File: src/sv/sqvs_pkg.sv
// sqvs_pkg: types, constants and helper functions for the sprite quad vertex setup block
// no dependencies; imported by every module of the block

package sqvs_pkg;

	// angle reduction: Q12.4 degrees, full turn is 5760 units
	localparam int ANG_FULL   = 5760;
	localparam int ANG_QUART  = 1440;
	localparam int ANG_EIGHTH = 720;
	// bias that makes any 16 bit angle positive, a multiple of the full turn
	localparam int ANG_BIAS   = 207360;
	// floor(2^23 / 5760), quotient estimate is low by at most one
	localparam int ANG_RECIP  = 1456;
	localparam int ANG_SHIFT  = 23;

	localparam longint RAD_Q30 = 1171271;
	localparam longint ONE_Q30 = 64'd1073741824;

	localparam int OPACITY_ONE = 16384;
	localparam int POS_MAX     = 8388607;
	localparam int POS_MIN     = -8388608;

	// divider: four quotient bits per cycle, sixteen bits in all
	localparam int DIV_STEPS  = 4;
	localparam int DIV_CYCLES = 4;

	// compute phases: load, products, sums, then wait for dividers
	localparam logic [2:0] PH_PROD = 3'd1;
	localparam logic [2:0] PH_SUM  = 3'd2;
	localparam logic [2:0] PH_DONE = 3'd5;

	localparam logic [2:0] VTX_LAST = 3'd5;

	localparam int SQVS_FIFO_DEPTH = 4;

	typedef enum logic [1:0] {
		CORNER_TL = 2'd0,
		CORNER_TR = 2'd1,
		CORNER_BL = 2'd2,
		CORNER_BR = 2'd3
	} sqvs_corner_t;

	typedef struct packed {
		logic signed [23:0] center_x;
		logic signed [23:0] center_y;
		logic signed [23:0] sprite_width;
		logic signed [23:0] sprite_height;
		logic signed [15:0] rotation_deg;
		logic signed [15:0] opacity_in;
		logic        [7:0]  effect_code;
		logic        [31:0] texture_size;
		logic        [23:0] src_left;
		logic        [23:0] src_top;
		logic        [23:0] src_right;
		logic        [23:0] src_bottom;
	} sqvs_sprite_t;

	typedef struct packed {
		logic signed [23:0] pos_x;
		logic signed [23:0] pos_y;
		logic        [15:0] tex_u;
		logic        [15:0] tex_v;
		logic        [14:0] vertex_opacity;
		logic        [7:0]  vertex_effect;
		logic               last_vertex;
	} sqvs_vertex_t;

	// classified sprite, queued between front and back
	typedef struct packed {
		logic signed [23:0] cx;
		logic signed [23:0] cy;
		logic signed [23:0] w;
		logic signed [23:0] h;
		logic        [1:0]  quad;
		logic               swap;
		logic        [9:0]  off;
		logic        [14:0] opc;
		logic        [7:0]  eff;
		logic        [15:0] tw;
		logic        [15:0] th;
		logic        [23:0] el;
		logic        [23:0] et;
		logic        [23:0] er;
		logic        [23:0] eb;
	} sqvs_job_t;

	// corner terms of one sprite, Q39, plus per sprite attributes
	typedef struct packed {
		logic signed [57:0] xp;
		logic signed [57:0] xm;
		logic signed [57:0] a;
		logic signed [57:0] yp;
		logic signed [57:0] ym;
		logic signed [57:0] c;
		logic        [15:0] u0;
		logic        [15:0] u1;
		logic        [15:0] v0;
		logic        [15:0] v1;
		logic        [14:0] opc;
		logic        [7:0]  eff;
	} sqvs_quad_t;

	// sin in the upper half, cos in the lower half, Q30, 0..45 degrees
	typedef logic [61:0] sqvs_sc_rom_t [0:ANG_EIGHTH];

	function automatic sqvs_sc_rom_t sc_rom_build();
		sqvs_sc_rom_t t;
		logic [63:0] r, r2, r3, r4, r5, r6, r7, r8, r9, s, c;
		for (int u = 0; u <= ANG_EIGHTH; u++) begin
			r  = 64'(u) * 64'(RAD_Q30);
			r2 = (r * r) >> 30;
			r3 = (r2 * r) >> 30;
			r4 = (r2 * r2) >> 30;
			r5 = (r4 * r) >> 30;
			r6 = (r4 * r2) >> 30;
			r7 = (r6 * r) >> 30;
			r8 = (r4 * r4) >> 30;
			r9 = (r8 * r) >> 30;
			s  = r - r3 / 64'd6 + r5 / 64'd120 - r7 / 64'd5040 + r9 / 64'd362880;
			c  = ONE_Q30 - r2 / 64'd2 + r4 / 64'd24 - r6 / 64'd720 + r8 / 64'd40320;
			t[u] = {s[30:0], c[30:0]};
		end
		return t;
	endfunction

	// vertex order TL TR BL, TR BR BL
	function automatic sqvs_corner_t corner_of(input logic [2:0] k);
		sqvs_corner_t cn;
		unique case (k)
			3'd0:    cn = CORNER_TL;
			3'd1:    cn = CORNER_TR;
			3'd2:    cn = CORNER_BL;
			3'd3:    cn = CORNER_TR;
			3'd4:    cn = CORNER_BR;
			default: cn = CORNER_BL;
		endcase
		return cn;
	endfunction

	// Q39 to Q8, round half up, saturate to 24 bits
	function automatic logic signed [23:0] pos_round(input logic signed [57:0] v);
		logic signed [57:0] b;
		logic signed [26:0] t;
		logic signed [23:0] r;
		b = v + 58'sd1073741824;
		t = 27'(b >>> 31);
		if (t > 27'sd8388607)
			r = 24'(POS_MAX);
		else if (t < -27'sd8388608)
			r = 24'(POS_MIN);
		else
			r = t[23:0];
		return r;
	endfunction

endpackage

File: src/sv/sqvs_fifo.sv
// sqvs_fifo: short queue of classified sprites between front and back
// depends on sqvs_pkg

module sqvs_fifo import sqvs_pkg::*; #(
	parameter int DEPTH = SQVS_FIFO_DEPTH
) (
	input  logic      clk,
	input  logic      arst_n,
	input  logic      push,
	input  sqvs_job_t din,
	output logic      full,
	input  logic      pop,
	output sqvs_job_t dout,
	output logic      nonempty
);

	localparam int AW = (DEPTH > 1) ? $clog2(DEPTH) : 1;
	localparam int CW = $clog2(DEPTH + 1);

	sqvs_job_t       mem_q [DEPTH];
	logic [AW-1:0]   wr_q;
	logic [AW-1:0]   rd_q;
	logic [CW-1:0]   cnt_q;

	assign full     = (cnt_q == CW'(DEPTH));
	assign nonempty = (cnt_q != '0);
	assign dout     = mem_q[rd_q];

	always_ff @(posedge clk or negedge arst_n) begin
		if (!arst_n) begin
			wr_q  <= '0;
			rd_q  <= '0;
			cnt_q <= '0;
		end else begin
			if (push)
				wr_q <= (wr_q == AW'(DEPTH - 1)) ? '0 : wr_q + 1'b1;
			if (pop)
				rd_q <= (rd_q == AW'(DEPTH - 1)) ? '0 : rd_q + 1'b1;
			if (push && !pop)
				cnt_q <= cnt_q + 1'b1;
			else if (pop && !push)
				cnt_q <= cnt_q - 1'b1;
		end
	end

	always_ff @(posedge clk) begin
		if (push)
			mem_q[wr_q] <= din;
	end

endmodule

File: config.mk
export PLATFORM = sky130hd
export DESIGN_NAME = sqvs_fifo
export DESIGN_NICKNAME = d
export VERILOG_FILES = /design/src/sv/sqvs_pkg.sv /design/src/sv/sqvs_fifo.sv
export SDC_FILE = /design/constraint.sdc
export NUM_CORES = 1
export LEC_CHECK = 0
export BUFFER_PORTS_ARGS = -buffer_cell sky130_fd_sc_hd__buf_2
export CAP_MARGIN = 20
export CORE_MARGIN = 2
export CORE_UTILIZATION = 47
export DETAILED_ROUTE_END_ITERATION = 12
export PLACE_DENSITY = 0.67
export SYNTH_ARGS = -nofsm -noshare
export SYNTH_HDL_FRONTEND = slang
export SYNTH_SLANG_ARGS = --single-unit
File: constraint.sdc
create_clock -name clk -period 8.6 [get_ports clk]
set_input_delay 2.15 -clock clk [delete_from_list [all_inputs] [get_ports clk]]
set_output_delay 2.15 -clock clk [all_outputs]
set_load 0.05 [all_outputs]
==> results by group <==
Status
  • Status: completed

STA
  • Slew @ Worst Pin: 1430 ps
  • Final hold slack: about 490 ps
  • Tcrit/Tclk final: 64.2%
  • Setup TNS: 0 ps
  • Unrepaired setup endpoints after global routing: no
  • Final count of hold timing violations: 0
  • Slew margin rel.: 4.84%
  • Clock Skews: 38.3 ps
  • Final Slew Violations: 0
  • Minimum clock period: about 5500 ps
  • Endpoints failing setup: 0
  • Worst setup margin: slightly above 3000 ps
  • Fmax: 181 MHz

Critical path
  • Crit path cell chain: buf_12 > mux4_2 > buf_2
  • Crit. End Element: output pin
  • Crit Path Category: flop to output pin
  • CP arrival: 3370 ps
  • CP max stage delay: between 1000 and 1500 ps
  • CP delay by family, top: flip-flops
  • Critical Path Fanout Max: between 90 and 100
  • Crit start category: flop
  • Slowest CP cell: dfrtp_4
  • CP bufs+invs: 2
  • Worst path required time: 6450 ps

Synth
  • Avg Inst Size Synth: 27.2 um^2
  • Synth area leader: edfxtp_1
  • Unique masters post-synth: 20
  • Largest family of logic cells by synthesized area: multiplexers
  • XOR/XNOR Fraction of Synth Area: 0.0693%
  • Post-synthesis cell area: 37900 um^2
  • Adder and majority gate portion of the synthesized area: 0.251%
  • Post-synthesis simple-gate area fraction: 0.152%
  • Post-synthesis mux area share: 15.5%
  • Synth top area share: 82.4%
  • Register area share after synthesis: 82.8%
  • Yosys warnings: 0
  • Synthesized instance count: 1395
  • Yosys reg bits: between 1000 and 1500
  • Top post-synthesis cells by area: edfxtp_1, mux4_2, buf_6, dfrtp_1, buf_2
  • Synth Area in Compound Gates: 0.0264%
  • Syn Nets: 1666

Floorplan
  • Row cnt: 104
  • Die Y-Extent: 288 um
  • Core footprint: ~80000 um^2
  • Die X: 288 um
  • Die ar.: 83000 um^2
  • Initial Utilization: a little under half
  • Top Ports: between 500 and 600

Cells and area
  • Area grow syn2layout: 18.8%
  • Fin util: 56.2%
  • Share of post-route cells with drive strength above 1: a little under half
  • Final net count: 2254

Clocking
  • CTS max path bufs: 3
  • # Post-CTS Setup Buffers: 0
  • # H-tree levels: 3
  • Worst-Skew Late Latency: approximately 660 ps
  • Clock root buffer: clkbuf_16
  • CTS tree: done
  • Clock sink count: 1047
  • Post-cts resize count: 0
  • CTS Hold Bufs: 0
  • Clock buffer count from CTS: ~100
  • Clk slew on worst S/H paths: 60 ps

Detailed routing
  • DR pass1 iterations: 5
  • WL final: 75100 um
  • Vias per cell: approximately 5.4
  • Routed Antenna Nets: 0
  • Wire per inst: between 20 and 25 um
  • Detailed-route via count: around 17000
  • Iteration-0 DRC Markers: 1186
  • DRC viols: 0

GRT
  • Number of global-route vias before repair: between 15000 and 20000
  • GRT Util Overall: between 15 and 20%
  • Largest net degree at the start of global routing: approximately 150
  • First-pass GRT wire length: 110000 um
  • Overflow after GRT: 0
  • Initial antenna violation count: 34

Power and ir drop
  • VDD IR max: 249 uV
  • Pwr/cell area: just under 400 nW/um^2
  • Leakage: 15.2 nW

Placed design
  • Gpl congestion: 0.764
  • Place WS: 3690 ps
  • IO Port Bufs: 525
  • DP Wirelength: roughly 46000 um

Hold path
  • Hold Crit Class: flop to flop

Job
  • Max Cap Viol: 0
==> synthesized netlist by cell type <==
cell / count
edfxtp_1: 1040
mux4_2: 260
buf_2: 30
buf_6: 21
dfrtp_1: 7
ha_1: 6
clkbuf_1: 5
and2_1: 4
inv_1: 4
mux2_2: 3
nor2_1: 3
nand2_1: 2
o21ai_0: 2
xor2_1: 2
buf_1: 1
buf_4: 1
fa_1: 1
nor3b_1: 1
or3_1: 1
xnor2_1: 1
==> per-layer routing <==
layer  up-vias  GRT usage [%]  part of all wire [%]
li1       7288              -                     -
met2       634           28.8                    50
met3       153           6.85                   9.8
met5         -              0                  0.37
met4        44           4.34                   1.9
met1      8735           23.0                    38
==> layout by cell type, fill, tap and decap left out <==
cell type	n
mux4_2	260
nor3b_1	1
inv_6	2
nor2_1	3
dfrtp_1	5
mux2_2	3
clkinv_4	4
clkinv_1	24
nand2_1	2
xor2_1	2
clkinv_2	15
o21ai_0	2
ha_1	6
inv_1	4
dfrtp_4	2
clkbuf_16	105
inv_16	1
buf_12	8
bufinv_16	8
edfxtp_1	1040
and2_4	4
buf_2	525
or3_1	1
clkinv_16	3
buf_4	7
clkbuf_1	25
xnor2_1	1
fa_1	1
clkinvlp_4	4
diode_2	11
==> worst reg2reg max path, delay by kind of cell (launching register included) <==
kind / cells / cell delay (ps)
AND/OR/NAND/NOR: 1 / 720
adder cells (fa/ha/maj): 1 / 160
flip-flops: 1 / 420
buffers and inverters: 2 / 1090
==> worst paths after layout <==
check | start | to | slack (ps) | cells past startpoint
max | rd_q[0]$_DFFE_PN0P_ | dout[113] | 3080 | 3
min in group asynchronous | arst_n | cnt_q[0]$_DFFE_PN0P_ | 1320 | 1
min reg2reg | cnt_q[2]$_DFFE_PN0P_ | cnt_q[2]$_DFFE_PN0P_ | 490 | 1
max reg2reg | wr_q[0]$_DFFE_PN0P_ | mem_q[0][88]$_DFFE_PP_ | 5730 | 4
max in group asynchronous | arst_n | rd_q[1]$_DFFE_PN0P_ | 7090 | 1
min | cnt_q[2]$_DFFE_PN0P_ | cnt_q[2]$_DFFE_PN0P_ | 490 | 1
==> kinds of logic after synthesis <==
kind of cell             Yosys count
flip-flops                      1047
multiplexers                     263
buffers and inverters             62
AND/OR/NAND/NOR                   11
adder cells (fa/ha/maj)            7
XOR/XNOR                           3
AO/OA/AOI/OAI                      2
==> state kept, by name, summed over array words and instances, names as in the netlist <==
signal  cells
rd_q        2
cnt_q       3
wr_q        2
mem_q    1040
==> where the power goes <==
group | switching (W) | total (W) | internal, W | leakage, nW
Clock | 0.00183 | 0.00432 | 0.00249 | 1.60
Sequential | 0.000290 | 0.00684 | 0.00655 | 9.63
Combinational | 0.00464 | 0.00652 | 0.00188 | 3.93
Total | 0.00675 | 0.0177 | 0.0109 | 15.2
==> layout make-up <==
| cell class | count | area (um^2) |
|---|---|---|
| Antenna cell | 11 | 27.5 |
| Clock buffer | 130 | 2720 |
| Clock inverter | 61 | 598 |
| Fill cell | 5928 | 35100 |
| Inverter | 4 | 15.0 |
| Multi-Input combinational cell | 286 | 6090 |
| Sequential cell | 1047 | 31400 |
| Tap cell | 1060 | 1330 |
| Timing Repair Buffer | 540 | 2840 |
==> through the flow <==
stage | power [W] | area (um^2) | cells
2_1_floorplan | 0.0121 | 37900 | 1395
5_1_grt | 0.0184 | 45000 | 3133
3_3_place_gp | 0.0135 | 41700 | 2937
6_report | 0.0177 | 45000 | 3139
4_1_cts | 0.0179 | 45000 | 3128
3_5_place_dp | 0.0136 | 41700 | 2937
Note: power is estimated with default switching activity, not from simulation.
