--- src/sv/sqvs_pkg.sv ---
// sqvs_pkg: types, constants and helper functions for the sprite quad vertex setup block
// no dependencies; imported by every module of the block

package sqvs_pkg;

	// angle reduction: Q12.4 degrees, full turn is 5760 units
	localparam int ANG_FULL   = 5760;
	localparam int ANG_QUART  = 1440;
	localparam int ANG_EIGHTH = 720;
	// bias that makes any 16 bit angle positive, a multiple of the full turn
	localparam int ANG_BIAS   = 207360;
	// floor(2^23 / 5760), quotient estimate is low by at most one
	localparam int ANG_RECIP  = 1456;
	localparam int ANG_SHIFT  = 23;

	localparam longint RAD_Q30 = 1171271;
	localparam longint ONE_Q30 = 64'd1073741824;

	localparam int OPACITY_ONE = 16384;
	localparam int POS_MAX     = 8388607;
	localparam int POS_MIN     = -8388608;

	// divider: four quotient bits per cycle, sixteen bits in all
	localparam int DIV_STEPS  = 4;
	localparam int DIV_CYCLES = 4;

	// compute phases: load, products, sums, then wait for dividers
	localparam logic [2:0] PH_PROD = 3'd1;
	localparam logic [2:0] PH_SUM  = 3'd2;
	localparam logic [2:0] PH_DONE = 3'd5;

	localparam logic [2:0] VTX_LAST = 3'd5;

	localparam int SQVS_FIFO_DEPTH = 4;

	typedef enum logic [1:0] {
		CORNER_TL = 2'd0,
		CORNER_TR = 2'd1,
		CORNER_BL = 2'd2,
		CORNER_BR = 2'd3
	} sqvs_corner_t;

	typedef struct packed {
		logic signed [23:0] center_x;
		logic signed [23:0] center_y;
		logic signed [23:0] sprite_width;
		logic signed [23:0] sprite_height;
		logic signed [15:0] rotation_deg;
		logic signed [15:0] opacity_in;
		logic        [7:0]  effect_code;
		logic        [31:0] texture_size;
		logic        [23:0] src_left;
		logic        [23:0] src_top;
		logic        [23:0] src_right;
		logic        [23:0] src_bottom;
	} sqvs_sprite_t;

	typedef struct packed {
		logic signed [23:0] pos_x;
		logic signed [23:0] pos_y;
		logic        [15:0] tex_u;
		logic        [15:0] tex_v;
		logic        [14:0] vertex_opacity;
		logic        [7:0]  vertex_effect;
		logic               last_vertex;
	} sqvs_vertex_t;

	// classified sprite, queued between front and back
	typedef struct packed {
		logic signed [23:0] cx;
		logic signed [23:0] cy;
		logic signed [23:0] w;
		logic signed [23:0] h;
		logic        [1:0]  quad;
		logic               swap;
		logic        [9:0]  off;
		logic        [14:0] opc;
		logic        [7:0]  eff;
		logic        [15:0] tw;
		logic        [15:0] th;
		logic        [23:0] el;
		logic        [23:0] et;
		logic        [23:0] er;
		logic        [23:0] eb;
	} sqvs_job_t;

	// corner terms of one sprite, Q39, plus per sprite attributes
	typedef struct packed {
		logic signed [57:0] xp;
		logic signed [57:0] xm;
		logic signed [57:0] a;
		logic signed [57:0] yp;
		logic signed [57:0] ym;
		logic signed [57:0] c;
		logic        [15:0] u0;
		logic        [15:0] u1;
		logic        [15:0] v0;
		logic        [15:0] v1;
		logic        [14:0] opc;
		logic        [7:0]  eff;
	} sqvs_quad_t;

	// sin in the upper half, cos in the lower half, Q30, 0..45 degrees
	typedef logic [61:0] sqvs_sc_rom_t [0:ANG_EIGHTH];

	function automatic sqvs_sc_rom_t sc_rom_build();
		sqvs_sc_rom_t t;
		logic [63:0] r, r2, r3, r4, r5, r6, r7, r8, r9, s, c;
		for (int u = 0; u <= ANG_EIGHTH; u++) begin
			r  = 64'(u) * 64'(RAD_Q30);
			r2 = (r * r) >> 30;
			r3 = (r2 * r) >> 30;
			r4 = (r2 * r2) >> 30;
			r5 = (r4 * r) >> 30;
			r6 = (r4 * r2) >> 30;
			r7 = (r6 * r) >> 30;
			r8 = (r4 * r4) >> 30;
			r9 = (r8 * r) >> 30;
			s  = r - r3 / 64'd6 + r5 / 64'd120 - r7 / 64'd5040 + r9 / 64'd362880;
			c  = ONE_Q30 - r2 / 64'd2 + r4 / 64'd24 - r6 / 64'd720 + r8 / 64'd40320;
			t[u] = {s[30:0], c[30:0]};
		end
		return t;
	endfunction

	// vertex order TL TR BL, TR BR BL
	function automatic sqvs_corner_t corner_of(input logic [2:0] k);
		sqvs_corner_t cn;
		unique case (k)
			3'd0:    cn = CORNER_TL;
			3'd1:    cn = CORNER_TR;
			3'd2:    cn = CORNER_BL;
			3'd3:    cn = CORNER_TR;
			3'd4:    cn = CORNER_BR;
			default: cn = CORNER_BL;
		endcase
		return cn;
	endfunction

	// Q39 to Q8, round half up, saturate to 24 bits
	function automatic logic signed [23:0] pos_round(input logic signed [57:0] v);
		logic signed [57:0] b;
		logic signed [26:0] t;
		logic signed [23:0] r;
		b = v + 58'sd1073741824;
		t = 27'(b >>> 31);
		if (t > 27'sd8388607)
			r = 24'(POS_MAX);
		else if (t < -27'sd8388608)
			r = 24'(POS_MIN);
		else
			r = t[23:0];
		return r;
	endfunction

endpackage

--- src/sv/sqvs_emit.sv ---
// sqvs_emit: walks the six vertices of a sprite into the output register
// depends on sqvs_pkg

module sqvs_emit import sqvs_pkg::*; (
	input  logic         clk,
	input  logic         arst_n,
	input  logic         quad_valid,
	input  sqvs_quad_t   quad,
	output logic         ready,
	output logic         vertex_valid,
	input  logic         vertex_stall,
	output sqvs_vertex_t vertex
);

	sqvs_quad_t         quad_q;
	logic               has_q;
	logic [2:0]         vidx_q;
	logic               adv;
	logic               take;
	sqvs_corner_t       cn;
	logic signed [57:0] xb, yb, xv, yv;

	assign adv   = has_q & (!vertex_valid | !vertex_stall);
	assign ready = !has_q | (adv & (vidx_q == VTX_LAST));
	assign take  = ready & quad_valid;

	assign cn = corner_of(vidx_q);
	assign xb = cn[1] ? quad_q.xm : quad_q.xp;
	assign yb = cn[1] ? quad_q.yp : quad_q.ym;
	assign xv = cn[0] ? xb + quad_q.a : xb - quad_q.a;
	assign yv = cn[0] ? yb + quad_q.c : yb - quad_q.c;

	always_ff @(posedge clk or negedge arst_n) begin
		if (!arst_n) begin
			has_q        <= 1'b0;
			vidx_q       <= '0;
			vertex_valid <= 1'b0;
		end else begin
			if (take) begin
				has_q  <= 1'b1;
				vidx_q <= '0;
			end else if (adv) begin
				if (vidx_q == VTX_LAST)
					has_q <= 1'b0;
				vidx_q <= vidx_q + 1'b1;
			end
			if (adv)
				vertex_valid <= 1'b1;
			else if (!vertex_stall)
				vertex_valid <= 1'b0;
		end
	end

	always_ff @(posedge clk) begin
		if (take)
			quad_q <= quad;
		if (adv) begin
			vertex.pos_x          <= pos_round(xv);
			vertex.pos_y          <= pos_round(yv);
			vertex.tex_u          <= cn[0] ? quad_q.u1 : quad_q.u0;
			vertex.tex_v          <= cn[1] ? quad_q.v1 : quad_q.v0;
			vertex.vertex_opacity <= quad_q.opc;
			vertex.vertex_effect  <= quad_q.eff;
			vertex.last_vertex    <= (vidx_q == VTX_LAST);
		end
	end

endmodule

--- config.mk ---
export PLATFORM = sky130hd
export DESIGN_NAME = sqvs_emit
export DESIGN_NICKNAME = d
export VERILOG_FILES = /design/src/sv/sqvs_pkg.sv /design/src/sv/sqvs_emit.sv
export SDC_FILE = /design/constraint.sdc
export NUM_CORES = 1
export LEC_CHECK = 0
export BUFFER_PORTS_ARGS = -buffer_cell sky130_fd_sc_hd__buf_2
export CAP_MARGIN = 20
export CORE_UTILIZATION = 51
export DETAILED_ROUTE_END_ITERATION = 7
export HOLD_SLACK_MARGIN = 0.15
export PLACE_DENSITY = 0.77
export SLEW_MARGIN = 5
export SYNTH_ARGS = -nofsm -noshare
export SYNTH_HDL_FRONTEND = slang
export SYNTH_SLANG_ARGS = --single-unit
--- constraint.sdc ---
create_clock -name clk -period 12.1 [get_ports clk]
set_input_delay 0.605 -clock clk [delete_from_list [all_inputs] [get_ports clk]]
set_output_delay 0.605 -clock clk [all_outputs]
set_load 0.05 [all_outputs]
==> results.py <==
metrics = {
    "clocking": {
        "clockBufferDepth": 3,
        "numCtsBuffers": 54,
        "clock_tree.root_cell": "clkbuf_16",
        "path_clk_slew_ns": 0.06,
        "tritoncts": "done",
        "cts_sinks": 544,
        "clock_latency_ns": 0.60,
        "post_cts_buffers": 0,
        "h-tree-depth": 2,
    },
    "sta": {
        "slew_violations": 0,
        "finalSetupTns_ns": 0,
        "min_period_ns": 8.343,
        "rsz0062_at_grt": "no",
        "max_freq_mhz": 119.9,
        "period_share_pct": 68.95,
        "skew_ns": 0.01822,
        "setup_viol": 0,
        "relSlewSlack_pct": 27.73,
        "worst_pin_slew_ns": 1.084,
        "worst_slack_ns": 3.757,
        "hold_violations": 0,
    },
    "global_route": {
        "grt_pass1_vias": 21320,
        "overflow": 0,
        "grtUsageTotal_pct": 27.14,
        "grt_antenna_before_repair": 11,
        "grt_max_degree": 88,
        "grt_pass1_wl_mm": 119.8,
    },
    "drt": {
        "dr.pass1.iters": 6,
        "final_antenna_net_count": 0,
        "drt_iter0_drc": 1504,
        "drc": 0,
        "drt_wl_total_mm": 81.16,
        "wl_per_cell_um": 21.71,
        "num_vias": 21850,
        "routed_via_density": 5.842,
    },
    "floorplan": {
        "ios": 545,
        "initial_core_util_pct": 51.68,
        "core_area_um2": 56500,
        "die_h_um": 241.3,
        "fp-row-count": 87,
        "die_area_um2": 58200,
        "die_x_um": 241.3,
    },
    "critical_path": {
        "crit_required_ns": 12.42,
        "arrival_ns": 8.66,
        "crit-reg2reg-launch": "quad_q[261]$_DFFE_PP_",
        "slowest_delay_ns": 0.65,
        "cpMostUsedCell": "nor3_1",
        "cp-end-kind": "flip-flop",
        "startpoint_type": "flip-flop",
        "crit_path_start": "quad_q[261]$_DFFE_PP_",
        "critPathKind": "reg2reg",
        "critPathMaxFanout": 20,
        "slowest_stage": "nor3_1",
    },
    "final_layout": {
        "fin_area_um2": 34640,
        "multi_input_area_um2": 12410,
        "area_growth_pct": 18.66,
        "register_area_um2": 16310,
        "post_layout_nonfiller_instances": 3739,
        "fin_nets": 3494,
        "fillCellCount": 4383,
        "drive_gt1_share_pct": 29.43,
    },
    "place": {
        "post-place-ws_ns": 3.897,
        "gp_congestion": 0.9830,
        "dp.cells": 3618,
        "place_area_um2": 32670,
        "io_buffers": 544,
        "post-dp-hpwl_mm": 62.92,
    },
    "outcome": {
        "status": "finished clean",
    },
    "yosys": {
        "yosysSeqAreaShare_pct": 55.87,
        "syn-cell-area_um2": 29190,
        "synth_cell_type_count": 114,
        "mappedNetlistNets": 2937,
        "synth_cells": 2378,
        "ys_seq_elements": 544,
        "synth.avg_cell_area_um2": 12.28,
        "synth_ff_type": "edfxtp_1",
        "synth_edf_count": 539,
        "synth_async_sr_flop_share_pct": 0.9191,
        "yosysWarnings": 0,
    },
    "worst_hold_path": {
        "min_path_type": "in2reg",
        "min-delay-start": "quad[362]",
    },
    "flow_run": {
        "drv_cap": 0,
    },
}
path summary, 6_finish.rpt:
| check | endpoint | slack, ns | cells past startpoint |
|---|---|---|---|
| max in group asynchronous | vertex_valid$_DFFE_PN0P_ | 11.54 | 2 |
| hold reg to reg | vertex[11]$_DFFE_PP_ | 0.42 | 0 |
| setup reg to reg | vertex[85]$_SDFFCE_PN1P_ | 3.76 | 27 |
| setup / recovery | vertex[85]$_SDFFCE_PN1P_ | 3.76 | 27 |
| min in group asynchronous | vidx_q[0]$_DFFE_PN0P_ | 0.41 | 2 |
| hold / removal | quad_q[362]$_DFFE_PP_ | 0.18 | 1 |
cell usage after synthesis, drive strengths merged, types with 23 or more instances:
cell type / number / share of area [%]
inv: 43 / 0.55
a211oi: 23 / 0.61
nor3: 58 / 1.2
edfxtp: 539 / 55
a21o: 36 / 0.93
nor2: 137 / 1.8
o21a: 25 / 0.64
nand4: 49 / 1.1
clkbuf: 53 / 0.68
ha: 120 / 5.1
xnor2: 120 / 3.7
xor2: 80 / 2.4
mux2: 130 / 5.0
o31ai: 32 / 0.86
nand2: 218 / 2.8
nand3: 40 / 0.81
o21ai: 133 / 2.5
nor4: 27 / 0.67
a21oi: 184 / 3.3
repair_timing:
action	in CTS	in global routing
hold buffers	16	0
endpoints found under the setup margin	0	0
gates resized for setup	0	0
hold endpoints to repair	20	0
critical path, delay by kind of cell (launching register included):
kind / cells / cell delay [ns]
AND/OR/NAND/NOR: 17 / 5.12
AO/OA/AOI/OAI: 6 / 1.51
adder cells (fa/ha/maj): 2 / 0.69
flip-flops: 1 / 0.48
XOR/XNOR: 1 / 0.18
buffers and inverters: 1 / 0.12
cells by family (layout without fill, tap and decap cells):
logic type	Yosys count	count (layout)	share of synthesized area, %
AO/OA/AOI/OAI	594	594	13.96
other	0	6	0
buffers and inverters	116	715	1.714
adder cells (fa/ha/maj)	120	120	5.143
multiplexers	136	136	5.233
XOR/XNOR	200	200	6.103
AND/OR/NAND/NOR	668	668	11.98
flip-flops	544	544	55.87
flip-flops by register name (all words and copies together) (netlist names):
register and cells:
has_q 1, quad_q 435, vertex 104, vertex_valid 1, vidx_q 3
through the flow:
step	utilization [%]	hold WS [ns]
CTS	61.27	0.1505
floorplan	-	0.3094
global placement	57.77	0.4002
detailed placement	57.82	0.4062
finish	61.32	0.1776
global route	61.31	0.1511
metal layers:
metal | global-route usage (%) | part of all wire (%) | routed length, um | vias up
met5 | 0 | 0.13 | 105 | -
met4 | 10.59 | 3.5 | 2866 | 14
met3 | 4.911 | 7.0 | 5685 | 178
met2 | 45.79 | 48 | 39290 | 898
met1 | 34.68 | 41 | 33210 | 10460
li1 | - | - | - | 10300
cell usage in the layout (no fill, tap or decap), types with 36 or more instances in the layout:
cell type  count
a21o_1        36
a21oi_1      170
buf_2        544
clkbuf_16     55
edfxtp_1     539
ha_1         120
inv_1         43
mux2_2       129
nand2_1      216
nand4_1       47
nor2_1       135
nor3_1        50
o21ai_0      100
xnor2_1      117
xor2_1        79
area by class of cell:
cell class,instances,share of cell area [%]
sequential,544,47.08
multi-input combinational,1718,35.82
timing repair buffer,574,8.693
clock buffer,68,4.200
tap,756,2.730
clock inverter,30,0.9643
inverter,43,0.4659
antenna,6,0.04334
Power is not shown: default switching activity piles up to over one toggle a cycle in this logic, so the estimate is an artifact.
