`src/sv/sqvs_pkg.sv`:
```
// sqvs_pkg: types, constants and helper functions for the sprite quad vertex setup block
// no dependencies; imported by every module of the block

package sqvs_pkg;

	// angle reduction: Q12.4 degrees, full turn is 5760 units
	localparam int ANG_FULL   = 5760;
	localparam int ANG_QUART  = 1440;
	localparam int ANG_EIGHTH = 720;
	// bias that makes any 16 bit angle positive, a multiple of the full turn
	localparam int ANG_BIAS   = 207360;
	// floor(2^23 / 5760), quotient estimate is low by at most one
	localparam int ANG_RECIP  = 1456;
	localparam int ANG_SHIFT  = 23;

	localparam longint RAD_Q30 = 1171271;
	localparam longint ONE_Q30 = 64'd1073741824;

	localparam int OPACITY_ONE = 16384;
	localparam int POS_MAX     = 8388607;
	localparam int POS_MIN     = -8388608;

	// divider: four quotient bits per cycle, sixteen bits in all
	localparam int DIV_STEPS  = 4;
	localparam int DIV_CYCLES = 4;

	// compute phases: load, products, sums, then wait for dividers
	localparam logic [2:0] PH_PROD = 3'd1;
	localparam logic [2:0] PH_SUM  = 3'd2;
	localparam logic [2:0] PH_DONE = 3'd5;

	localparam logic [2:0] VTX_LAST = 3'd5;

	localparam int SQVS_FIFO_DEPTH = 4;

	typedef enum logic [1:0] {
		CORNER_TL = 2'd0,
		CORNER_TR = 2'd1,
		CORNER_BL = 2'd2,
		CORNER_BR = 2'd3
	} sqvs_corner_t;

	typedef struct packed {
		logic signed [23:0] center_x;
		logic signed [23:0] center_y;
		logic signed [23:0] sprite_width;
		logic signed [23:0] sprite_height;
		logic signed [15:0] rotation_deg;
		logic signed [15:0] opacity_in;
		logic        [7:0]  effect_code;
		logic        [31:0] texture_size;
		logic        [23:0] src_left;
		logic        [23:0] src_top;
		logic        [23:0] src_right;
		logic        [23:0] src_bottom;
	} sqvs_sprite_t;

	typedef struct packed {
		logic signed [23:0] pos_x;
		logic signed [23:0] pos_y;
		logic        [15:0] tex_u;
		logic        [15:0] tex_v;
		logic        [14:0] vertex_opacity;
		logic        [7:0]  vertex_effect;
		logic               last_vertex;
	} sqvs_vertex_t;

	// classified sprite, queued between front and back
	typedef struct packed {
		logic signed [23:0] cx;
		logic signed [23:0] cy;
		logic signed [23:0] w;
		logic signed [23:0] h;
		logic        [1:0]  quad;
		logic               swap;
		logic        [9:0]  off;
		logic        [14:0] opc;
		logic        [7:0]  eff;
		logic        [15:0] tw;
		logic        [15:0] th;
		logic        [23:0] el;
		logic        [23:0] et;
		logic        [23:0] er;
		logic        [23:0] eb;
	} sqvs_job_t;

	// corner terms of one sprite, Q39, plus per sprite attributes
	typedef struct packed {
		logic signed [57:0] xp;
		logic signed [57:0] xm;
		logic signed [57:0] a;
		logic signed [57:0] yp;
		logic signed [57:0] ym;
		logic signed [57:0] c;
		logic        [15:0] u0;
		logic        [15:0] u1;
		logic        [15:0] v0;
		logic        [15:0] v1;
		logic        [14:0] opc;
		logic        [7:0]  eff;
	} sqvs_quad_t;

	// sin in the upper half, cos in the lower half, Q30, 0..45 degrees
	typedef logic [61:0] sqvs_sc_rom_t [0:ANG_EIGHTH];

	function automatic sqvs_sc_rom_t sc_rom_build();
		sqvs_sc_rom_t t;
		logic [63:0] r, r2, r3, r4, r5, r6, r7, r8, r9, s, c;
		for (int u = 0; u <= ANG_EIGHTH; u++) begin
			r  = 64'(u) * 64'(RAD_Q30);
			r2 = (r * r) >> 30;
			r3 = (r2 * r) >> 30;
			r4 = (r2 * r2) >> 30;
			r5 = (r4 * r) >> 30;
			r6 = (r4 * r2) >> 30;
			r7 = (r6 * r) >> 30;
			r8 = (r4 * r4) >> 30;
			r9 = (r8 * r) >> 30;
			s  = r - r3 / 64'd6 + r5 / 64'd120 - r7 / 64'd5040 + r9 / 64'd362880;
			c  = ONE_Q30 - r2 / 64'd2 + r4 / 64'd24 - r6 / 64'd720 + r8 / 64'd40320;
			t[u] = {s[30:0], c[30:0]};
		end
		return t;
	endfunction

	// vertex order TL TR BL, TR BR BL
	function automatic sqvs_corner_t corner_of(input logic [2:0] k);
		sqvs_corner_t cn;
		unique case (k)
			3'd0:    cn = CORNER_TL;
			3'd1:    cn = CORNER_TR;
			3'd2:    cn = CORNER_BL;
			3'd3:    cn = CORNER_TR;
			3'd4:    cn = CORNER_BR;
			default: cn = CORNER_BL;
		endcase
		return cn;
	endfunction

	// Q39 to Q8, round half up, saturate to 24 bits
	function automatic logic signed [23:0] pos_round(input logic signed [57:0] v);
		logic signed [57:0] b;
		logic signed [26:0] t;
		logic signed [23:0] r;
		b = v + 58'sd1073741824;
		t = 27'(b >>> 31);
		if (t > 27'sd8388607)
			r = 24'(POS_MAX);
		else if (t < -27'sd8388608)
			r = 24'(POS_MIN);
		else
			r = t[23:0];
		return r;
	endfunction

endpackage

```
`src/sv/sqvs_front.sv`:
```
// sqvs_front: accepts sprites, drops undrawable ones, reduces the angle
// depends on sqvs_pkg

module sqvs_front import sqvs_pkg::*; (
	input  logic         clk,
	input  logic         arst_n,
	input  logic         sprite_valid,
	output logic         sprite_stall,
	input  sqvs_sprite_t sprite,
	output logic         push,
	output sqvs_job_t    job,
	input  logic         full
);

	logic        keep;
	logic        empty_rect;
	logic [18:0] ang_b;
	logic [28:0] ang_prod;
	logic        valid_s1;
	sqvs_job_t   job_s1;
	logic [17:0] x_s1;
	logic [5:0]  q0_s1;
	logic [17:0] m0;
	logic [12:0] m;
	logic [1:0]  quad;
	logic [10:0] f;

	assign keep = (sprite.sprite_width > 24'sd0) && (sprite.sprite_height > 24'sd0)
		&& (sprite.opacity_in > 16'sd0);
	assign empty_rect = (sprite.src_right <= sprite.src_left)
		|| (sprite.src_bottom <= sprite.src_top);
	assign ang_b    = 19'($signed(sprite.rotation_deg)) + 19'(ANG_BIAS);
	assign ang_prod = 29'(ang_b[17:0]) * 29'(ANG_RECIP);

	assign sprite_stall = valid_s1 & full;

	always_ff @(posedge clk or negedge arst_n) begin
		if (!arst_n) begin
			valid_s1 <= 1'b0;
		end else if (!sprite_stall) begin
			valid_s1 <= sprite_valid & keep;
		end
	end

	always_ff @(posedge clk) begin
		if (!sprite_stall) begin
			x_s1       <= ang_b[17:0];
			q0_s1      <= ang_prod[28:23];
			job_s1.cx  <= sprite.center_x;
			job_s1.cy  <= sprite.center_y;
			job_s1.w   <= sprite.sprite_width;
			job_s1.h   <= sprite.sprite_height;
			job_s1.quad <= 2'd0;
			job_s1.swap <= 1'b0;
			job_s1.off <= 10'd0;
			job_s1.opc <= (sprite.opacity_in > 16'sd16384) ? 15'(OPACITY_ONE)
				: sprite.opacity_in[14:0];
			job_s1.eff <= sprite.effect_code;
			job_s1.tw  <= sprite.texture_size[15:0];
			job_s1.th  <= sprite.texture_size[31:16];
			if (empty_rect) begin
				job_s1.el <= 24'd0;
				job_s1.et <= 24'd0;
				job_s1.er <= {sprite.texture_size[15:0], 8'd0};
				job_s1.eb <= {sprite.texture_size[31:16], 8'd0};
			end else begin
				job_s1.el <= sprite.src_left;
				job_s1.et <= sprite.src_top;
				job_s1.er <= sprite.src_right;
				job_s1.eb <= sprite.src_bottom;
			end
		end
	end

	// angle mod full turn, then quadrant and octant offset
	assign m0 = x_s1 - 18'(18'(q0_s1) * 18'(ANG_FULL));
	assign m  = (m0 >= 18'(ANG_FULL)) ? 13'(m0 - 18'(ANG_FULL)) : m0[12:0];

	always_comb begin
		if (m >= 13'(3 * ANG_QUART))
			quad = 2'd3;
		else if (m >= 13'(2 * ANG_QUART))
			quad = 2'd2;
		else if (m >= 13'(ANG_QUART))
			quad = 2'd1;
		else
			quad = 2'd0;
		f = 11'(m - 13'(13'(quad) * 13'(ANG_QUART)));
		job = job_s1;
		job.quad = quad;
		job.swap = (f > 11'(ANG_EIGHTH));
		job.off  = (f > 11'(ANG_EIGHTH)) ? 10'(11'(ANG_QUART) - f) : f[9:0];
	end

	assign push = valid_s1 & !full;

endmodule

```
`config.mk`:
```
export PLATFORM = sky130hd
export DESIGN_NAME = sqvs_front
export DESIGN_NICKNAME = d
export VERILOG_FILES = /design/src/sv/sqvs_pkg.sv /design/src/sv/sqvs_front.sv
export SDC_FILE = /design/constraint.sdc
export NUM_CORES = 1
export LEC_CHECK = 0
export ABC_CLOCK_PERIOD_IN_PS = 9850
export BUFFER_PORTS_ARGS = -buffer_cell sky130_fd_sc_hd__buf_2
export CAP_MARGIN = 40
export CORE_AREA = 4 4 203 205
export CTS_CLUSTER_SIZE = 10
export DETAILED_ROUTE_END_ITERATION = 8
export DIE_AREA = 0 0 207 209
export GPL_TIMING_DRIVEN = 0
export PLACE_DENSITY_LB_ADDON = 0.25
export SYNTH_ARGS = -nofsm -noshare
export SYNTH_HDL_FRONTEND = slang
export SYNTH_SLANG_ARGS = --single-unit
```
`constraint.sdc`:
```
create_clock -name clk -period 9.85 [get_ports clk]
set_input_delay 0.4925 -clock clk [delete_from_list [all_inputs] [get_ports clk]]
set_output_delay 0.4925 -clock clk [all_outputs]
set_load 0.03 [all_outputs]
```
==> flow_metrics.tcl <==
set metrics [dict create \
    status "finished clean" \
    finClkSkew_ps 23.02 \
    syn_inst 1073 \
    ys_top_cells_by_area "edfxtp_1, ha_1, fa_1" \
    drtAntennaViolNets 0 \
    use_met1_pct 23.57 \
    syn_nets 1529 \
    busiest_layer "met2" \
    fp.dieH_microns 209 \
    yosys-top-cells-count "edfxtp_1, inv_1, ha_1" \
    synth_cell_type_count 75 \
    synth_most_common_cell "edfxtp_1" \
    die_x_microns 207 \
    async_reset_ff_share_pct 0.3690 \
    critPathSlowestCell "fa_1" \
    routabilityCongestion 0.9083 \
    nFillCells 3673 \
    final.period_utilization_pct 89.17 \
    antenna_found_initial 21 \
    die-area_sq_um 43260 \
    firstDrtPassIters 5 \
    synth_seq_cells 271 \
    clk_latency_ps 530 \
    tritoncts "done" \
    num-nets-final 2101 \
    rsz0062_at_grt "no" \
    worstSetupPathType "reg2out" \
    cts_buffers 34 \
    grt_overflow_total 0 \
    viasPerCell 4.852 \
    fin_area_sq_um 18970 \
    place_ws_ps 1571 \
    area_growth_pct 30.68 \
    yosysTopAreaCellShare_pct 55.84 \
    clk_path_buf_depth 3 \
    worstPathRequired_ps 9360 \
    io_pins 530 \
    h-tree-depth 2 \
    synth-main-ff-cell "edfxtp_1" \
    crit_top_cell "ha_1" \
    row_count 73 \
    initialDrtViolationCount 610 \
    finalHoldViolations 0 \
    avgSynthCellArea_sq_um 13.53 \
    io_buffers 529 \
    yosysTopAreaCell "edfxtp_1" \
    drc 0 \
    multi_input_area_sq_um 5778 \
    ys_seq_area_share_pct 56.01 \
    grt_max_degree 67 \
    max-cap-violations 0 \
    finalSetupTns_ps 0 \
    max_freq_mhz 113.9 \
    routed_wl_microns 44990 \
    regArea_sq_um 8133 \
    worst_slack_ps 1067 \
    vias 10690 \
    cts_sinks 271 \
    track_usage_pct 20.18 \
    grt_pass1_wl_microns 66870 \
    relSlewSlack_pct 43.24 \
    grtUsageMet2_pct 34.77 \
    period_minus_slack_ps 8783 \
    crit_path_start_kind "register" \
    critPathArrivalTime_ps 8290 \
    tightest_slew_ps 843.6 \
    cts_resized 0 \
    cp-end-kind "output port" \
    slowest_delay_ps 530 \
    syn_area_sq_um 14520 \
    place_hpwl_microns 37410 \
    globalRouteMet3Util_pct 6.501 \
    synth-edff-count 270 \
    critPathMaxFanout 8 \
    drive_above_1_share_pct 38.52 \
    dp_cells 2133 \
    initial_utilization_pct 36.80 \
    setup_viol 0 \
    clk_pin_slew_ps 50 \
    coreArea_sq_um 39460 \
    yosysWarnings 0 \
    placed_area_sq_um 17950 \
    min_path_type "in2reg" \
    wire_per_inst_microns 20.43 \
    root_buffer "clkbuf_16" \
    drv_slew 0 \
    final_cells 2202 \
    grt_pass1_vias 11350 \
]
## worst paths after layout
kind	depth (start not counted)	slack [ps]	end	start
worst min-delay path	1	140	job[221]	sprite[225]
worst max-delay path	30	1070	job[153]	q0_s1[2]
worst max register to register	3	7730	job[227]	valid_s1
max in group asynchronous	2	9490	valid_s1	arst_n
worst min register to register	2	1130	valid_s1	valid_s1
min in group asynchronous	2	280	valid_s1	arst_n
## routing by layer
layer	vias to the layer above	wire [microns]
met2	364	22890
li1	5075	-
met3	86	3515
met4	4	1418
met5	-	27
met1	5156	17140
## repair_timing
action / 4_1_cts / 5_1_grt
hold buffers: 1 / 0
endpoints found under the hold margin: 1 / 0
setup endpoints to repair: 0 / 0
setup buffers: 0 / 0
## sequential cells by signal (all words and copies together) (netlist names)
| register | count |
|---|---|
| valid_s1 | 1 |
| job | 247 |
| x_s1 | 17 |
| q0_s1 | 6 |
## metrics by stage
| stage | hold slack [ps] | util (%) |
|---|---|---|
| after CTS | 101.7 | 48.01 |
| final | 136.7 | 48.09 |
| after global placement | 269.4 | 45.17 |
| after detailed placement | 270.9 | 45.50 |
| after global routing | 106.9 | 48.08 |
| after floorplan | 196.9 | - |
## critical path: cells and delay by family (launching register included)
family | cells | cell delay, ps
mux | 1 | 260
buf+inv | 5 | 580
xor+xnor | 3 | 650
simple gates | 3 | 630
fa+ha+maj | 8 | 2730
flops | 1 | 410
compound gates | 10 | 2500
## cell families (layout without fill, tap and decap cells)
| group | Yosys count | in the layout | synth area share [%] |
|---|---|---|---|
| adder cells (fa/ha/maj) | 188 | 188 | 18.73 |
| multiplexers | 39 | 39 | 3.085 |
| flip-flops | 271 | 271 | 56.01 |
| buffers and inverters | 161 | 752 | 4.248 |
| XOR/XNOR | 34 | 34 | 2.154 |
| AO/OA/AOI/OAI | 139 | 139 | 6.618 |
| AND/OR/NAND/NOR | 241 | 241 | 9.151 |
| other | 0 | 13 | 0 |
## cells in the final DEF, fill, tap and decap left out, drive strengths merged, types with 4 or more instances in the layout
master and count:
buf 540, edfxtp 270, inv 141, ha 139, nor3 61, clkbuf 61
fa 49, a21oi 49, mux2 37, and2 34, nor2 31, o21ai 28
xnor2 23, nand2 23, nor2b 18, nand4 18, nand2b 16, nor4 15
diode 13, a21o 12, xor2 11, nand3 11, o21a 9, clkinv 9
a211oi 6, or2 5, o211ai 4, and3 4
## cell type report
cell class | count | area share (%)
clock inverter | 9 | 0.3231
antenna | 13 | 0.1714
clock buffer | 46 | 4.834
multi-input combinational | 641 | 30.45
timing repair buffer | 536 | 14.65
tap | 525 | 3.462
buffer | 20 | 0.4616
sequential | 271 | 42.86
inverter | 141 | 2.789
Power is left out: the tool's default activity adds up to more than one toggle a clock period on the data nets, which glitch-free logic cannot reach.
